**src/hdl/cse_pkg.sv**
```systemverilog
// ----------------------------------------------------------------------------
// cse_pkg
// Shared types and character codes for the C string escape encoder.
// ----------------------------------------------------------------------------
package cse_pkg;

  localparam logic [7:0] CHAR_BACKSLASH = 8'h5c;
  localparam logic [7:0] CHAR_QUOTE     = 8'h27;
  localparam logic [7:0] CHAR_DQUOTE    = 8'h22;
  localparam logic [7:0] CHAR_QMARK     = 8'h3f;
  localparam logic [7:0] CHAR_SPACE     = 8'h20;
  localparam logic [7:0] CHAR_DEL       = 8'h7f;
  localparam logic [7:0] CHAR_X         = 8'h78;
  localparam logic [7:0] CHAR_ZERO      = 8'h30;
  localparam logic [7:0] CHAR_LOWER_A   = 8'h61;

  localparam logic [1:0] POS_FIRST = 2'd0;

  // one classified byte: up to four characters and the index of the last one
  typedef struct packed {
    logic [3:0][7:0] chars;
    logic [1:0]      last_pos;
  } cse_entry_t;

  // queue status seen by the front and the back
  typedef struct packed {
    logic full;
    logic empty;
  } cse_queue_status_t;

endpackage

```
**src/hdl/cse_classify.sv**
```systemverilog
// ----------------------------------------------------------------------------
// cse_classify
// Front part: turns one raw byte into its escaped run of characters.
// ----------------------------------------------------------------------------
module cse_classify (
  input  logic [7:0]          in_byte,
  output cse_pkg::cse_entry_t entry
);

  logic [7:0] letter;
  logic       has_letter;

  function automatic logic [7:0] hex_char(input logic [3:0] nib);
    logic [7:0] ext;
    ext = {4'b0000, nib};
    if (nib < 4'd10) begin
      hex_char = cse_pkg::CHAR_ZERO + ext;
    end else begin
      hex_char = cse_pkg::CHAR_LOWER_A + ext - 8'd10;
    end
  endfunction

  always_comb begin
    has_letter = 1'b1;
    unique case (in_byte)
      8'd0:    letter = 8'h30;
      8'd7:    letter = 8'h61;
      8'd8:    letter = 8'h62;
      8'd9:    letter = 8'h74;
      8'd10:   letter = 8'h6e;
      8'd11:   letter = 8'h76;
      8'd12:   letter = 8'h66;
      8'd13:   letter = 8'h72;
      8'd27:   letter = 8'h65;
      default: begin
        letter     = 8'h00;
        has_letter = 1'b0;
      end
    endcase
  end

  always_comb begin
    entry.chars    = '0;
    entry.last_pos = cse_pkg::POS_FIRST;
    if (in_byte == cse_pkg::CHAR_BACKSLASH || in_byte == cse_pkg::CHAR_QUOTE ||
        in_byte == cse_pkg::CHAR_DQUOTE || in_byte == cse_pkg::CHAR_QMARK) begin
      entry.chars[0] = cse_pkg::CHAR_BACKSLASH;
      entry.chars[1] = in_byte;
      entry.last_pos = 2'd1;
    end else if (in_byte >= cse_pkg::CHAR_SPACE && in_byte != cse_pkg::CHAR_DEL) begin
      entry.chars[0] = in_byte;
    end else if (has_letter) begin
      entry.chars[0] = cse_pkg::CHAR_BACKSLASH;
      entry.chars[1] = letter;
      entry.last_pos = 2'd1;
    end else begin
      entry.chars[0] = cse_pkg::CHAR_BACKSLASH;
      entry.chars[1] = cse_pkg::CHAR_X;
      entry.chars[2] = hex_char(in_byte[7:4]);
      entry.chars[3] = hex_char(in_byte[3:0]);
      entry.last_pos = 2'd3;
    end
  end

endmodule

```
**src/hdl/cse_queue.sv**
```systemverilog
// ----------------------------------------------------------------------------
// cse_queue
// Short queue of classified entries between the front and the back.
// ----------------------------------------------------------------------------
module cse_queue #(
  parameter int DEPTH = 4
) (
  input  logic                       clk,
  input  logic                       rst,
  input  logic                       wr_en,
  input  cse_pkg::cse_entry_t        wr_entry,
  input  logic                       rd_en,
  output cse_pkg::cse_entry_t        rd_entry,
  output cse_pkg::cse_queue_status_t status
);

  localparam int PTR_W = (DEPTH > 1) ? $clog2(DEPTH) : 1;
  localparam int CNT_W = $clog2(DEPTH + 1);
  localparam logic [PTR_W-1:0] PTR_LAST = PTR_W'(DEPTH - 1);
  localparam logic [CNT_W-1:0] CNT_FULL = CNT_W'(DEPTH);

  cse_pkg::cse_entry_t mem [DEPTH];
  logic [PTR_W-1:0] wr_ptr;
  logic [PTR_W-1:0] rd_ptr;
  logic [CNT_W-1:0] count;
  logic             do_wr;
  logic             do_rd;

  assign status.full  = (count == CNT_FULL);
  assign status.empty = (count == '0);
  assign do_wr = wr_en && !status.full;
  assign do_rd = rd_en && !status.empty;
  assign rd_entry = mem[rd_ptr];

  always_ff @(posedge clk) begin
    if (do_wr) begin
      mem[wr_ptr] <= wr_entry;
    end
  end

  always_ff @(posedge clk) begin
    if (rst) begin
      wr_ptr <= '0;
      rd_ptr <= '0;
      count  <= '0;
    end else begin
      if (do_wr) begin
        wr_ptr <= (wr_ptr == PTR_LAST) ? '0 : wr_ptr + 1'b1;
      end
      if (do_rd) begin
        rd_ptr <= (rd_ptr == PTR_LAST) ? '0 : rd_ptr + 1'b1;
      end
      if (do_wr && !do_rd) begin
        count <= count + 1'b1;
      end else if (do_rd && !do_wr) begin
        count <= count - 1'b1;
      end
    end
  end

endmodule

```
**src/hdl/cse_emit.sv**
```systemverilog
// ----------------------------------------------------------------------------
// cse_emit
// Back part: holds one entry and hands out its characters one per pop.
// ----------------------------------------------------------------------------
module cse_emit (
  input  logic                clk,
  input  logic                rst,
  input  logic                q_empty,
  input  cse_pkg::cse_entry_t q_entry,
  output logic                q_rd,
  input  logic                pop,
  output logic                empty,
  output logic [7:0]          out_char,
  output logic                run_last
);

  cse_pkg::cse_entry_t ent;
  logic                busy;
  logic [1:0]          pos;
  logic                take;

  assign run_last = (pos == ent.last_pos);
  assign out_char = ent.chars[pos];
  assign empty    = !busy;
  // free now, or the last character of the run leaves this cycle
  assign take     = !busy || (pop && run_last);
  assign q_rd     = take && !q_empty;

  always_ff @(posedge clk) begin
    if (q_rd) begin
      ent <= q_entry;
    end
  end

  always_ff @(posedge clk) begin
    if (rst) begin
      busy <= 1'b0;
      pos  <= cse_pkg::POS_FIRST;
    end else if (take) begin
      busy <= !q_empty;
      pos  <= cse_pkg::POS_FIRST;
    end else if (pop) begin
      pos <= pos + 1'b1;
    end
  end

  a_pos_in_run: assert property (@(posedge clk) disable iff (rst)
    busy |-> pos <= ent.last_pos)
    else $error("emit position beyond end of run");

  a_run_continues: assert property (@(posedge clk) disable iff (rst)
    (busy && pop && !run_last) |=> (busy && pos == $past(pos) + 2'd1))
    else $error("run cut short");

  a_escape_prefix: assert property (@(posedge clk) disable iff (rst)
    (busy && ent.last_pos != cse_pkg::POS_FIRST) |->
      ent.chars[0] == cse_pkg::CHAR_BACKSLASH)
    else $error("escape run without backslash");

endmodule

```
**src/hdl/c_string_escape_encoder.sv**
```systemverilog
// ----------------------------------------------------------------------------
// c_string_escape_encoder
// C-style escaping of a byte stream, one to four characters per byte.
// ----------------------------------------------------------------------------
// input side: a queue interface; a byte is taken when push is high and full
//   is low. each byte is classified at once and its run of characters is
//   written into a queue of FIFO_DEPTH entries.
// result side: the oldest character stands on out_char/run_last while empty
//   is low and leaves when pop is high; run_last marks the end of a byte's run.
// path: a byte is written into the queue at the edge that takes it, then
//   loaded into the output stage, where its first character appears.
// throughput: one character per cycle at the output while pop is high and a
//   run is waiting; plain bytes (run of one) flow at one byte per cycle; an
//   escape run is 2 or 4 characters; the input fills the queue until full.
// when pop stays low the characters hold and the queue fills; full then
//   rises and input stops. nothing is dropped.
// reset (rst, synchronous) empties the queue and the output stage.
// ----------------------------------------------------------------------------
module c_string_escape_encoder #(
  parameter int FIFO_DEPTH = 4
) (
  input  logic       clk,
  input  logic       rst,
  input  logic       push,
  output logic       full,
  input  logic [7:0] in_byte,
  input  logic       pop,
  output logic       empty,
  output logic [7:0] out_char,
  output logic       run_last
);

  cse_pkg::cse_entry_t        cls_entry;
  cse_pkg::cse_entry_t        q_entry;
  cse_pkg::cse_queue_status_t q_status;
  logic                       q_rd;

  assign full = q_status.full;

  cse_classify u_classify (
    .in_byte (in_byte),
    .entry   (cls_entry)
  );

  cse_queue #(
    .DEPTH (FIFO_DEPTH)
  ) u_queue (
    .clk      (clk),
    .rst      (rst),
    .wr_en    (push),
    .wr_entry (cls_entry),
    .rd_en    (q_rd),
    .rd_entry (q_entry),
    .status   (q_status)
  );

  cse_emit u_emit (
    .clk      (clk),
    .rst      (rst),
    .q_empty  (q_status.empty),
    .q_entry  (q_entry),
    .q_rd     (q_rd),
    .pop      (pop),
    .empty    (empty),
    .out_char (out_char),
    .run_last (run_last)
  );

endmodule
```
**config.mk**
```make
export PLATFORM = sky130hd
export DESIGN_NAME = c_string_escape_encoder
export DESIGN_NICKNAME = d
export VERILOG_FILES = /design/src/hdl/cse_pkg.sv /design/src/hdl/cse_classify.sv /design/src/hdl/cse_queue.sv /design/src/hdl/cse_emit.sv /design/src/hdl/c_string_escape_encoder.sv
export SDC_FILE = /design/constraint.sdc
export NUM_CORES = 1
export LEC_CHECK = 0
export BUFFER_PORTS_ARGS = -buffer_cell sky130_fd_sc_hd__buf_2
export CORE_MARGIN = 2
export CORE_UTILIZATION = 53
export CTS_CLUSTER_DIAMETER = 200
export DETAILED_ROUTE_END_ITERATION = 10
export PLACE_DENSITY = 0.7
export SLEW_MARGIN = 25
export SYNTH_ARGS = -nofsm -noshare
export SYNTH_HDL_FRONTEND = slang
export SYNTH_SLANG_ARGS = --single-unit
```
**constraint.sdc**
```tcl
create_clock -name clk -period 3.3 [get_ports clk]
set_input_delay 0.495 -clock clk [delete_from_list [all_inputs] [get_ports clk]]
set_output_delay 0.495 -clock clk [all_outputs]
set_load 0.02 [all_outputs]
```
Word-level counts from Yosys, hierarchy flattened
Memories as Yosys holds them, arrays and structs flattened. A register that Yosys moved wholly into a read port is not among the register bits.
Cells that the tools add are included.

storage, ports and cells
  bits in registers = 10
  memories kept = 1
  output and inout port bits = 11
  word-level logic and storage cells = 78
  input port bits = 12
  RAM bits = 136

memories
  name         words  width  rd ports  clocked after memory_dff  wr ports  RTL line         source
  u_queue.mem  4      34     1         1                         1         cse_queue.sv:22  cse_pkg::cse_entry_t mem [DEPTH];

cells by class
  add/sub/neg operators = 11
  reductions and logical operators = 21
  equal/unequal tests = 17
  order comparisons = 4
  mux-type cells = 19

operators with widths
  kind                                                                                  number
  7-bit one-hot mux with 9 select lines                                                 1
  8-bit by 4-bit == test with 1-bit output (second input constant)                      6
  16-bit two-way mux                                                                    2
  8-bit two-way mux                                                                     4
  8-bit by 6-bit == test with 1-bit output (second input constant)                      3
  24-bit two-way mux                                                                    1
  18-bit two-way mux                                                                    1
  17-bit two-way mux                                                                    1
  7-bit by 4-bit adder with 8-bit output (first input constant)                         2
  8-bit binary-select mux with 2-bit select                                             1
  8-bit by 4-bit subtractor with 8-bit output (second input constant)                   2
  6-bit by 4-bit adder with 7-bit output (first input constant)                         2
  9-bit OR reduction                                                                    1
  8-bit by 3-bit == test with 1-bit output (second input constant)                      1
  8-bit by 5-bit == test with 1-bit output (second input constant)                      1
  8-bit by 7-bit == test with 1-bit output (second input constant)                      1
  8-bit by 6-bit greater-or-equal comparator with 1-bit output (second input constant)  1
  8-bit zero test                                                                       1
  4-bit less-than comparator (second input constant)                                    2
  8-bit by 7-bit != test with 1-bit output (second input constant)                      1
  1-bit logical AND                                                                     7
  2-bit by 1-bit adder with 2-bit output (second input constant)                        3
  2-bit two-way mux                                                                     3
  3-bit two-way mux                                                                     2
  12 further kinds                                                                      22

Depth between registers and ports, before layout
  depth after elaboration = 8
  gate-level depth with buffers = 10
  depth with buffers taken out = 9

By module
Synthesis repeated with hierarchy kept, for this count alone.

second synthesis, totals
  cell total of the unflattened synthesis = 407
  area, all modules = 7657.3 um^2

modules (own cells, without submodules)
  module        area an instance (um^2)  instances  cells each  seq. area each (um^2)
  cse_queue     5397.7                   1          228         4264.1
  cse_emit      1402.6                   1          63          1081.0
  cse_classify  857.1                    1          116         0.0

Least setup slack after synthesis
Ideal clock, no wire load.

  path type = register -> register
  from = register u_queue.count[0]
  to = register u_queue.count[2]
  path buffers = 1
  data required time = 3230 ps
  data arrival time = 2149 ps
  slack = 1081 ps
  stages on the path, launching flop included = 10
  path through = dfxtp_1 > nor3b_1 > nor2b_1 > clkbuf_1 > ha_1 > inv_1 > fa_1 > xor2_1 > or3_1 > a21oi_1

on the way
  elaborated cells between the ends (all ways) = 16

RTL lines
  element                       RTL line                       source
  start: declaration            cse_queue.sv:25                logic [CNT_W-1:0] count;
  start signal: assignment      cse_queue.sv:54                count <= count + 1'b1;
  start signal: assignment      cse_queue.sv:56                count <= count - 1'b1;
  3-bit == test (*)             cse_queue.sv:29                assign status.full = (count == CNT_FULL);
  named net full                c_string_escape_encoder.sv:25  output logic full,
  1-bit zero test (*)           cse_queue.sv:31                assign do_wr = wr_en && !status.full;
  1-bit logical AND (*)         cse_queue.sv:31
  named net u_queue.do_wr       cse_queue.sv:26                logic do_wr;
  1-bit zero test               cse_queue.sv:55                end else if (do_rd && !do_wr) begin
  1-bit logical AND             cse_queue.sv:55
  2-bit nonzero test (no line)  n/a

The timed path passes the listed nets; every way through them passes the cells marked *. The select of a mux whose other input is x is not followed.
A chain may end at the register's enable or synchronous reset.

==> results.py <==
metrics = {
    "yosys": {
        "syn_avg_cell_area_sq_um": 18.59,
        "synth-edff-count": 160,
        "synthTopCellsByCount": "edfxtp_1, mux4_2, ha_1",
        "ys_warn_count": 0,
        "synth_cell_types": 46,
        "synth_top_area_share_pct": 68.00,
        "ys_async_sr_fraction_pct": 0,
        "synth_flop_cell": "edfxtp_1",
        "synth_cells": 380,
        "synthTopCellsByArea": "edfxtp_1, mux4_2, dfxtp_1",
        "ys_seq_area_share_pct": 70.83,
        "yosysMostFrequentCell": "edfxtp_1",
        "syn_area_sq_um": 7066,
        "ys_ff_latch": 170,
        "synth_area_leader_cell": "edfxtp_1",
    },
    "power": {
        "leakagePower_nw": 2.711,
        "switchingPower_w": 0.001634,
        "swShare_pct": 25.62,
        "ir_drop_uv": 354.5,
        "pwr-share-seq_pct": 47.8,
        "p_comb_share_pct": 20.8,
        "pwr-share-clk_pct": 31.3,
        "p_per_area_nw_per_um2": 795.6,
        "internal_power_w": 0.004743,
    },
    "critical_path": {
        "path_max_fanout": 14,
        "critPathRequiredTime_ps": 3450,
        "r2r-end": "u_queue.count[2]",
        "critPathKind": "input port to register",
        "reg2reg_slack_ps": 910,
        "critPathLaunchType": "input port",
        "crit_chain": "buf_2 > inv_1 > ha_1 > mux2_2 > o2111ai_2 > nand4_2 > nor3_1",
        "crit_path_end_kind": "register",
        "critPathSlowestCell": "nor3_1",
        "arrival_ps": 2540,
        "cp_top_family": "simple AND/OR/NAND/NOR gates",
        "cpPeakStageDelay_ps": 600,
        "r2r_start": "u_emit.pos[1]",
        "critPathBufInv": 2,
        "crit_end": "u_queue.mem[1][28]",
        "startpoint": "in_byte[1]",
        "r2r_cells": 10,
        "path_depth": 7,
    },
    "hold_path": {
        "hold_depth": 2,
        "hold_class": "input port to register",
    },
    "global_route": {
        "use_met2_pct": 30.25,
        "busiest_layer": "met2",
        "grt_pass1_vias": 3564,
        "use_met3_pct": 5.029,
        "grt_util_all_layers_pct": 19.23,
        "overflow": 0,
        "grt_max_degree": 35,
        "antenna_found_initial": 0,
        "grt_pass1_wl_mm": 19.78,
        "met1_usage_pct": 26.52,
    },
    "sta": {
        "hold_violations": 0,
        "finalSetupViolations": 0,
        "setup-tns-final_ps": 0,
        "skew_ps": 7.358,
        "tightest_slew_ps": 667.4,
        "min_period_ps": 2390,
        "rsz0062_at_grt": "false",
        "finalCritPeriodShare_pct": 72.42,
        "final_max_slew_viol_count": 0,
        "fmax_mhz": 418.5,
        "slew_headroom_pct": 55.51,
    },
    "placement": {
        "placed_cells": 580,
        "port_buffers": 22,
        "dp_hpwl_mm": 7.624,
        "gp_congestion": 0.8444,
        "dpl-instance-area_sq_um": 7425,
    },
    "route": {
        "vias": 3532,
        "wl_per_cell_um": 20.51,
        "postRouteAntennaNets": 0,
        "drt_iter0_drc": 344,
        "drc": 0,
        "viasPerCell": 5.781,
        "drt_first_pass_iters": 5,
        "wl_mm": 12.53,
    },
    "floorplanning": {
        "die_w_um": 119.5,
        "core_sq_um": 13140,
        "row_count": 42,
        "dieArea_sq_um": 14270,
        "io_pins": 23,
        "die_h_um": 119.5,
        "start_util_pct": 53.78,
    },
    "clock_network": {
        "cts_buffers": 17,
        "cts_buffer_depth": 2,
        "post_cts_resized": 0,
        "clk_pin_slew_worst_paths_ps": 60,
        "postCtsHoldBufs": 0,
        "htree_levels": 4,
        "clk_latency_ps": 420,
        "clock_sinks": 170,
        "ctsRootBufferMaster": "clkbuf_16",
        "post_cts_buffers": 0,
        "cts_tree": "yes",
    },
    "cells_and_area": {
        "drive_gt1_share_pct": 24.83,
        "areaGrowthSynthToFinish_pct": 13.44,
        "finalNonFillerCells": 611,
        "diodes": 0,
        "nNetsFinal": 452,
        "post-route-cell-area_sq_um": 8015,
    },
    "status": {
        "status": "finished clean",
    },
    "run": {
        "maxCapViolations": 0,
    },
}
[routing by layer]
layer	part of all wire (%)	wire length (um)
met1	43	5429
met2	50	6260
met3	5.6	700
met4	1.1	142
met5	0	0
[worst reg2reg max path: cells and delay by family (launching register included)]
kind	cells	cell delay [ps]
AND/OR/NAND/NOR	2	440
buffers and inverters	2	260
flip-flops	1	300
XOR/XNOR	2	270
AO/OA/AOI/OAI	2	620
adder cells (fa/ha/maj)	2	430
[power by group through the flow]
stage	clock, W	combinational, W	sequential (W)
after floorplan	0	0.00104	0.00300
after global placement	0	0.00133	0.00308
after detailed placement	0	0.00136	0.00311
after CTS	0.00203	0.00136	0.00306
after global routing	0.00213	0.00145	0.00310
final	0.00200	0.00133	0.00305
[cells in the final DEF, fill, tap and decap left out, types with 6 or more instances in the layout]
cell type,count
a21oi_1,8
and2_1,10
buf_2,22
buf_4,9
clkbuf_16,17
conb_1,12
dfxtp_1,9
edfxtp_1,160
ha_1,16
inv_1,15
mux2i_1,7
mux4_2,39
nand2_1,13
nor2_1,15
nor3_1,11
o21ai_0,6
[stage by stage]
stage          utilization (%)  power [W]  setup slack [ps]  hold WS, ps
6_report                 61.01   0.006377             910.3        383.2
2_1_floorplan                -   0.004037              1081        475.5
3_3_place_gp             56.51   0.004415             726.4        492.3
3_5_place_dp             56.51   0.004461             556.0        508.0
5_1_grt                  61.01   0.006674             680.4        402.3
4_1_cts                  61.01   0.006457             888.4        371.6
[flip-flops by register name, indices dropped and copies added (netlist names)]
name            cells
u_queue.mem       128
u_emit.busy         1
u_queue.rd_ptr      2
u_queue.wr_ptr      2
u_queue.count       3
u_emit.ent         32
u_emit.pos          2
[layout make-up]
class / count / area, sq um
Clock inverter: 10 / 150.1
Clock buffer: 21 / 440.4
Fill cell: 985 / 5122
Multi-Input combinational cell: 187 / 1944
Inverter: 15 / 56.30
Sequential cell: 170 / 5006
Tap cell: 176 / 220.2
Timing Repair Buffer: 32 / 197.7
[how the worst min path moves through the flow]
stage,start,slack (ps),end
after floorplan,u_queue.count[2],480,u_queue.count[2]
after global placement,u_queue.count[2],490,u_queue.count[2]
after detailed placement,u_queue.count[2],510,u_queue.count[2]
after CTS,rst,370,u_queue.wr_ptr[0]
after global routing,pop,400,u_emit.pos[0]
final,rst,380,u_queue.wr_ptr[0]
[cell families (layout without fill, tap and decap cells)]
family                     count (synthesis)  count (layout)  synth area share (%)
adders and majority gates                 17              17                 3.117
DFF                                      170             170                 70.83
and+or+nand+nor                           71              71                 5.436
muxes                                     48              48                 13.74
xor gates and xnor gates                   7               7                0.8677
other                                      1              12               0.05307
buffers and inverters                     34              78                 2.231
AOI/OAI and AO/OA                         32              32                 3.719
(Power assumes the default switching activity.)
